<file path="config.mk">
export PLATFORM = sky130hd
export DESIGN_NAME = mips_front
export DESIGN_NICKNAME = d
export VERILOG_FILES = /design/src/rtl/core/mips_pkg.sv /design/src/rtl/core/mips_front.sv
export SDC_FILE = /design/constraint.sdc
export NUM_CORES = 1
export LEC_CHECK = 0
export BUFFER_PORTS_ARGS = -buffer_cell sky130_fd_sc_hd__buf_2
export CAP_MARGIN = 20
export CORE_UTILIZATION = 57
export DETAILED_ROUTE_END_ITERATION = 16
export PLACE_DENSITY = 0.83
export SLEW_MARGIN = 20
export SYNTH_ARGS = -nofsm -noshare
export SYNTH_HDL_FRONTEND = slang
export SYNTH_SLANG_ARGS = --single-unit
</file>
<file path="constraint.sdc">
create_clock -name clk -period 5.52 [get_ports clk]
set_input_delay 1.104 -clock clk [delete_from_list [all_inputs] [get_ports clk]]
set_output_delay 1.104 -clock clk [all_outputs]
set_load 0.005 [all_outputs]
</file>
<file path="src/rtl/core/mips_pkg.sv">
`timescale 1ns / 1ps
`default_nettype none
// ----------------------------------------------------------------------------
// mips_pkg
// Shared types, constants and decode codes for the mips subset core.
// ----------------------------------------------------------------------------
package mips_pkg;

    localparam int unsigned DATA_WORDS_DEF = 4096;
    localparam logic [31:0] HALT_PC        = 32'hffff_ffff;
    localparam logic [31:0] SP_RESET       = 32'h0010_0000;
    localparam logic [31:0] RA_RESET       = 32'hffff_ffff;

    // primary opcodes
    localparam logic [5:0] OP_SPECIAL = 6'h00;
    localparam logic [5:0] OP_J       = 6'h02;
    localparam logic [5:0] OP_JAL     = 6'h03;
    localparam logic [5:0] OP_BEQ     = 6'h04;
    localparam logic [5:0] OP_BNE     = 6'h05;
    localparam logic [5:0] OP_ADDI    = 6'h08;
    localparam logic [5:0] OP_ADDIU   = 6'h09;
    localparam logic [5:0] OP_SLTI    = 6'h0a;
    localparam logic [5:0] OP_ANDI    = 6'h0c;
    localparam logic [5:0] OP_ORI     = 6'h0d;
    localparam logic [5:0] OP_LUI     = 6'h0f;
    localparam logic [5:0] OP_LW      = 6'h23;
    localparam logic [5:0] OP_SW      = 6'h2b;

    // special function codes
    localparam logic [5:0] FN_SLL  = 6'h00;
    localparam logic [5:0] FN_SRL  = 6'h02;
    localparam logic [5:0] FN_JR   = 6'h08;
    localparam logic [5:0] FN_JALR = 6'h09;
    localparam logic [5:0] FN_ADD  = 6'h20;
    localparam logic [5:0] FN_ADDU = 6'h21;
    localparam logic [5:0] FN_SUB  = 6'h22;
    localparam logic [5:0] FN_SUBU = 6'h23;
    localparam logic [5:0] FN_AND  = 6'h24;
    localparam logic [5:0] FN_OR   = 6'h25;
    localparam logic [5:0] FN_NOR  = 6'h27;
    localparam logic [5:0] FN_SLT  = 6'h2a;
    localparam logic [5:0] FN_SLTU = 6'h2b;

    typedef enum logic [3:0] {
        ALU_NOP,
        ALU_ADD,
        ALU_SUB,
        ALU_AND,
        ALU_OR,
        ALU_NOR,
        ALU_SLT,
        ALU_SLTU,
        ALU_SLL,
        ALU_SRL,
        ALU_LUI,
        ALU_LINK
    } alu_op_t;

    typedef enum logic [2:0] {
        NX_SEQ,
        NX_REG,
        NX_JUMP,
        NX_BEQ,
        NX_BNE
    } next_sel_t;

    // back end sequencer states
    typedef enum logic [1:0] {
        ST_CLEAR,
        ST_READ,
        ST_EXEC
    } bst_t;

    // classified request handed from the front to the back
    typedef struct packed {
        alu_op_t     alu_op;
        next_sel_t   next_sel;
        logic        use_imm;
        logic        sign_imm;
        logic        reg_wr;
        logic [4:0]  dest;
        logic [4:0]  rs;
        logic [4:0]  rt;
        logic [4:0]  shamt;
        logic [15:0] imm;
        logic [25:0] target;
        logic        load;
        logic        store;
        logic        bad;
    } dec_t;

    function automatic dec_t decode(input logic [31:0] inst);
        dec_t d;
        logic [5:0] op;
        logic [5:0] fn;
        op          = inst[31:26];
        fn          = inst[5:0];
        d.alu_op    = ALU_NOP;
        d.next_sel  = NX_SEQ;
        d.use_imm   = 1'b0;
        d.sign_imm  = 1'b0;
        d.reg_wr    = 1'b0;
        d.dest      = inst[20:16];
        d.rs        = inst[25:21];
        d.rt        = inst[20:16];
        d.shamt     = inst[10:6];
        d.imm       = inst[15:0];
        d.target    = inst[25:0];
        d.load      = 1'b0;
        d.store     = 1'b0;
        d.bad       = 1'b0;
        if (inst != 32'd0)
        begin
            if (op == OP_SPECIAL)
            begin
                d.dest   = inst[15:11];
                d.reg_wr = 1'b1;
                unique case (fn)
                    FN_ADD, FN_ADDU: d.alu_op = ALU_ADD;
                    FN_SUB, FN_SUBU: d.alu_op = ALU_SUB;
                    FN_AND:          d.alu_op = ALU_AND;
                    FN_OR:           d.alu_op = ALU_OR;
                    FN_NOR:          d.alu_op = ALU_NOR;
                    FN_SLT:          d.alu_op = ALU_SLT;
                    FN_SLTU:         d.alu_op = ALU_SLTU;
                    FN_SLL:          d.alu_op = ALU_SLL;
                    FN_SRL:          d.alu_op = ALU_SRL;
                    FN_JR:
                    begin
                        d.reg_wr   = 1'b0;
                        d.next_sel = NX_REG;
                    end
                    FN_JALR:
                    begin
                        d.alu_op   = ALU_LINK;
                        d.next_sel = NX_REG;
                    end
                    default:
                    begin
                        d.reg_wr = 1'b0;
                        d.bad    = 1'b1;
                    end
                endcase
            end
            else
            begin
                d.reg_wr  = 1'b1;
                d.use_imm = 1'b1;
                d.sign_imm = 1'b1;
                unique case (op)
                    OP_ADDI, OP_ADDIU: d.alu_op = ALU_ADD;
                    OP_ANDI:
                    begin
                        d.alu_op   = ALU_AND;
                        d.sign_imm = 1'b0;
                    end
                    OP_ORI:
                    begin
                        d.alu_op   = ALU_OR;
                        d.sign_imm = 1'b0;
                    end
                    OP_SLTI: d.alu_op = ALU_SLT;
                    OP_LUI:  d.alu_op = ALU_LUI;
                    OP_LW:
                    begin
                        d.alu_op = ALU_ADD;
                        d.load   = 1'b1;
                    end
                    OP_SW:
                    begin
                        d.alu_op = ALU_ADD;
                        d.reg_wr = 1'b0;
                        d.store  = 1'b1;
                    end
                    OP_BEQ:
                    begin
                        d.reg_wr   = 1'b0;
                        d.next_sel = NX_BEQ;
                    end
                    OP_BNE:
                    begin
                        d.reg_wr   = 1'b0;
                        d.next_sel = NX_BNE;
                    end
                    OP_J:
                    begin
                        d.reg_wr   = 1'b0;
                        d.next_sel = NX_JUMP;
                    end
                    OP_JAL:
                    begin
                        d.alu_op   = ALU_LINK;
                        d.dest     = 5'd31;
                        d.next_sel = NX_JUMP;
                    end
                    default:
                    begin
                        d.reg_wr = 1'b0;
                        d.bad    = 1'b1;
                    end
                endcase
            end
        end
        return d;
    endfunction

endpackage : mips_pkg
`default_nettype wire

</file>
<file path="src/rtl/core/mips_front.sv">
`timescale 1ns / 1ps
`default_nettype none
// ----------------------------------------------------------------------------
// mips_front
// Accepts instruction words, decodes them and queues the decoded requests.
// ----------------------------------------------------------------------------
module mips_front
(
    input  wire                  clk,
    input  wire                  rst_n,
    input  wire                  push,
    output logic                 full,
    input  wire  [31:0]          instruction,
    output logic                 dq_valid,
    output mips_pkg::dec_t       dq_data,
    input  wire                  dq_take
);
    import mips_pkg::*;

    // two-entry queue of decoded requests
    dec_t       q_reg [2];
    logic       rd_ptr_reg, rd_ptr_next;
    logic       wr_ptr_reg, wr_ptr_next;
    logic [1:0] cnt_reg, cnt_next;
    logic       do_push;
    logic       do_pop;

    assign full     = (cnt_reg == 2'd2);
    assign dq_valid = (cnt_reg != 2'd0);
    assign dq_data  = q_reg[rd_ptr_reg];
    assign do_push  = push && !full;
    assign do_pop   = dq_take && dq_valid;

    // pointer and count update
    always_comb
    begin
        rd_ptr_next = rd_ptr_reg ^ do_pop;
        wr_ptr_next = wr_ptr_reg ^ do_push;
        cnt_next    = cnt_reg + {1'b0, do_push} - {1'b0, do_pop};
    end

    always_ff @(posedge clk or negedge rst_n)
    begin
        if (!rst_n)
        begin
            rd_ptr_reg <= 1'b0;
            wr_ptr_reg <= 1'b0;
            cnt_reg    <= 2'd0;
        end
        else
        begin
            rd_ptr_reg <= rd_ptr_next;
            wr_ptr_reg <= wr_ptr_next;
            cnt_reg    <= cnt_next;
        end
    end

    // decoded payload storage
    always_ff @(posedge clk)
    begin
        if (do_push)
        begin
            q_reg[wr_ptr_reg] <= decode(instruction);
        end
    end

endmodule : mips_front
`default_nettype wire

</file>
### Yosys cells after proc, flatten, opt, wreduce, memory -nomap -nowiden

Memories as Yosys holds them, arrays and structs flattened.
Cells that the tools add are included.

* flip-flop bits (word level): 4
* RAM bits: 150
* input port bits: 36
* output and inout port bits: 77
* word-level logic and storage cells: 73
* memories: 1

* add/subtract/negate cells: 2
* equal/unequal tests: 25
* multiplexer cells: 23
* bitwise operators: 2
* reduce and logical (&&, ||, !) cells: 17

Memory list
* q_reg: words 2, width 75, read ports 1, clocked after Yosys merged registers in 0, write ports 1, line mips_front.sv:21 `dec_t q_reg [2];`

Operators with widths (number)
* equality test 6 bit (second input constant): 11
* equality test 6 x 4 -> 1 bit (second input constant): 8
* one-hot mux 4 bit (10 select lines): 1
* nonzero test 32 bit: 1
* 2-to-1 mux 15 bit: 2
* one-hot mux 4 bit (6 select lines): 1
* OR reduction 12 bit: 2
* equality test 6 x 2 -> 1 bit (second input constant): 3
* OR reduction 13 bit: 1
* equality test 6 x 3 -> 1 bit (second input constant): 2
* zero test 6 bit: 2
* 2-to-1 mux 1 bit: 11
* OR reduction 2 bit: 5
* one-hot mux 3 bit (3 select lines): 1
* OR reduction 8 bit: 1
* 2-to-1 mux 7 bit: 1
* 2-to-1 mux 3 bit: 2
* 2-to-1 mux 6 bit: 1
* 2-to-1 mux 5 bit: 1
* 2-to-1 mux 2 bit: 2
* OR reduction 4 bit: 1
* adder 2 x 1 -> 2 bit: 1
* equality test 2 bit (second input constant): 1
* logical AND 1 bit: 2
* 4 further kinds: 5

### Longest topological paths before layout

* depth after elaboration: 6
* depth in mapped cells: 7
* depth with buffers taken out: 7

### Worst setup path before layout

OpenSTA, ideal clock, no wires.

* path kind: input port to flip-flop
* start point: in push
* end point: mem q_reg[1][0] in the netlist's numbering (enable)
* library setup time: 0.406 ns
* arrival time: 2.327 ns
* data required time: 5.114 ns
* path slack: 2.787 ns
* stages on the path: 3
* buffers on the path: 0
* cells stage by stage: nand2_1 inv_1 ha_1

* word-level cells in the longest chain between the ends: 3

RTL lines
* start: declaration: line mips_front.sv:11 `input wire push,`
* logical AND 1 bit: line mips_front.sv:31 `assign do_push = push && !full;`
* 2-to-1 mux 1 bit: line mips_front.sv:61 `if (do_push)`
* 2-to-1 mux 1 bit (implied by the code): line mips_front.sv:63 `q_reg[wr_ptr_reg] <= decode(instruction);`
* end: declaration: line mips_front.sv:21

No other way between the ends.

==> flow_summary.json <==
{
  "status": "finished clean",
  "dp_hpwl_um": 5250,
  "cts_made_buffers": 9,
  "yosys_warnings": 0,
  "yosysUniqueCellTypes": 51,
  "wire_per_inst_um": 16.8,
  "leakagePower_uw": 0.00181,
  "critPathRequiredTime_ps": 4420,
  "htreeDepth": 3,
  "rows": 31,
  "maxCapViolations": 0,
  "setup_viol": 0,
  "core_mm2": 0.00721,
  "antenna_found_initial": 0,
  "post-cts-setup-buffers": 0,
  "dr.max_layer_used": "met4",
  "drive_gt1_share_pct": 50.1,
  "synth_edf_count": 88,
  "placed_area_mm2": 0.00465,
  "clockBufferDepth": 2,
  "cts_hold_buf": 0,
  "fillers": 566,
  "crit_type": "reg -> out",
  "largest_register_ffs": 88,
  "port-buffer-count": 112,
  "totalWireLength_um": 7850,
  "ir_worst_vdd_mv": 0.191,
  "synth_area_leader_cell": "edfxtp_1",
  "drc": 0,
  "clk_latency_ps": 340,
  "wl_met1_um": 3190,
  "holdWs_ps": 533,
  "slew_headroom_pct": 32.3,
  "yosys_register_bits": 92,
  "dr.pass1.iters": 5,
  "period_needed_ps": 3080,
  "start_kind": "flop",
  "crit_arrival_ps": 1980,
  "gp_congestion": 0.895,
  "die_w_um": 88.4,
  "dp.cells": 452,
  "synthCells": 284,
  "io_pins": 113,
  "synth_nets": 324,
  "grt_pass1_vias": 2499,
  "seq_area_frac_synth_pct": 64.5,
  "skew_ps": 4.09,
  "initial_utilization_pct": 58.9,
  "max_freq_mhz": 324,
  "min_path_type": "reg -> reg",
  "power_density_mw_per_mm2": 447,
  "slew_violations": 0,
  "end_kind": "primary output",
  "die_h_um": 88.4,
  "fin_nets": 404,
  "area_delta_synth_final_pct": 14.2,
  "avgSynthCellArea_um2": 15.0,
  "rsz0062_at_grt": "no",
  "finalHoldViolations": 0,
  "clockRootBuffer": "clkbuf_8",
  "first_iter_violations": 117,
  "crit_fanout": 45,
  "grt_pass1_wl_um": 12100,
  "ant_nets": 0,
  "grt_util_all_layers_pct": 21.2,
  "tightest_slew_ps": 1020,
  "grt_overflow": 0,
  "ys.flop_type": "edfxtp_1",
  "cts.sinks": 92,
  "final_util_pct": 67.3,
  "min_period_over_period_pct": 55.8,
  "final.setup.tns_ps": 0,
  "diodes": 0,
  "wl_met3_um": 487,
  "post_cts_resized": 0,
  "layoutNonFillerInstCount": 468,
  "cts_tree": "yes",
  "ys_async_sr_fraction_pct": 4.35,
  "dieArea_mm2": 0.00781,
  "wl_met2_um": 4120,
  "fin_area_mm2": 0.00485,
  "clk_pin_slew_ps": 90,
  "avgViaCountPerCell": 5.49,
  "grt_max_degree": 46,
  "via_count": 2571,
  "synth_top_area_share_pct": 62.2,
  "synth_area_mm2": 0.00425,
  "synth_area_leaders": "edfxtp_1 62%, mux2_2 12%, buf_4 5.7%, dfrtp_1 2.4%, ha_1 1.2%"
}
layout by cell type, fill, tap and decap left out, types with 2 or more instances in the layout:
cell        instances
xor2_1              2
a211oi_1            3
nand2_1             7
a32oi_1             2
nor2_1              8
mux2_2             45
buf_2             112
clkbuf_8           10
nor4_1              7
xnor2_1             5
ha_1                2
nor4_2              2
ha_4                2
clkinvlp_4          3
o32a_1              2
nand2b_1            4
edfxtp_1           88
a21oi_1             3
o21bai_1            2
nor3_1              3
nor2b_1             3
or3_1               3
o22a_1              5
inv_1               9
a31oi_1             2
or2_2               2
nand3_1             2
dfrtp_1             3
synthesized netlist by cell type (3+ instances only):
master     n
edfxtp_1  88
buf_4     32
ha_1       4
nor3_1     3
a211oi_1   3
inv_1      9
xnor2_1    5
nor4_1     7
nor2b_1    3
o22a_1     5
buf_2      4
a21oi_1    3
nand2_1    7
clkbuf_1   7
or3_1      3
dfrtp_1    4
nand2b_1   4
mux2_2    45
nor2_1     8
power by group:
group          internal (uW)  leakage (uW)  switching (uW)  total (uW)
Sequential               952      0.000862             103        1060
Clock                    177     0.0000820             229         406
Combinational            378      0.000865             330         707
cells by family after synthesis:
logic type               synth area share, %
multiplexers                            11.9
AO/OA/AOI/OAI                           5.56
adder cells (fa/ha/maj)                 1.18
buffers and inverters                   7.54
flip-flops                              64.5
AND/OR/NAND/NOR                         7.83
XOR/XNOR                                1.44
worst paths after layout:
check                      slack (ps)                  from  depth (start not counted)                    to
setup / recovery                 2440  rd_ptr_reg$_DFF_PN0_                          2           dq_data[53]
min in group asynchronous         550                 rst_n                          1  cnt_reg[0]$_DFF_PN0_
max in group asynchronous        4840                 rst_n                          1  rd_ptr_reg$_DFF_PN0_
setup reg to reg                 3710  cnt_reg[1]$_DFF_PN0_                          7  cnt_reg[1]$_DFF_PN0_
hold / removal                    530  cnt_reg[1]$_DFF_PN0_                          1  cnt_reg[1]$_DFF_PN0_
hold reg to reg                   530  cnt_reg[1]$_DFF_PN0_                          1  cnt_reg[1]$_DFF_PN0_
critical path, stage by stage, from the launching register on:
cell	delay [ps]
dfrtp_2	1040
mux2_2	440
buf_2	140
metal layers:
| layer | vias to the layer above | track usage (%) |
|---|---|---|
| met2 | 106 | 38.0 |
| li1 | 1214 | - |
| met1 | 1247 | 25.2 |
| met3 | 4 | 5.41 |
| met4 | 0 | 6.16 |
| met5 | - | 0 |
final cells by class:
type | instances | area [um^2] | area share [%]
Timing Repair Buffer | 112 | 561 | 11.6
Inverter | 9 | 33.8 | 0.696
Multi-Input combinational cell | 140 | 1210 | 25.0
Tap cell | 99 | 124 | 2.55
Clock buffer | 11 | 141 | 2.91
Sequential cell | 92 | 2740 | 56.5
Clock inverter | 5 | 36.3 | 0.748
through the flow:
stage / setup WS (ps) / total power [uW]
final: 2440 / 2170
after global placement: 2680 / 1750
after global routing: 2280 / 2310
after floorplan: 2790 / 1570
after CTS: 2390 / 2180
after detailed placement: 2620 / 1780
No activity file was read; power rests on OpenSTA's default activity.
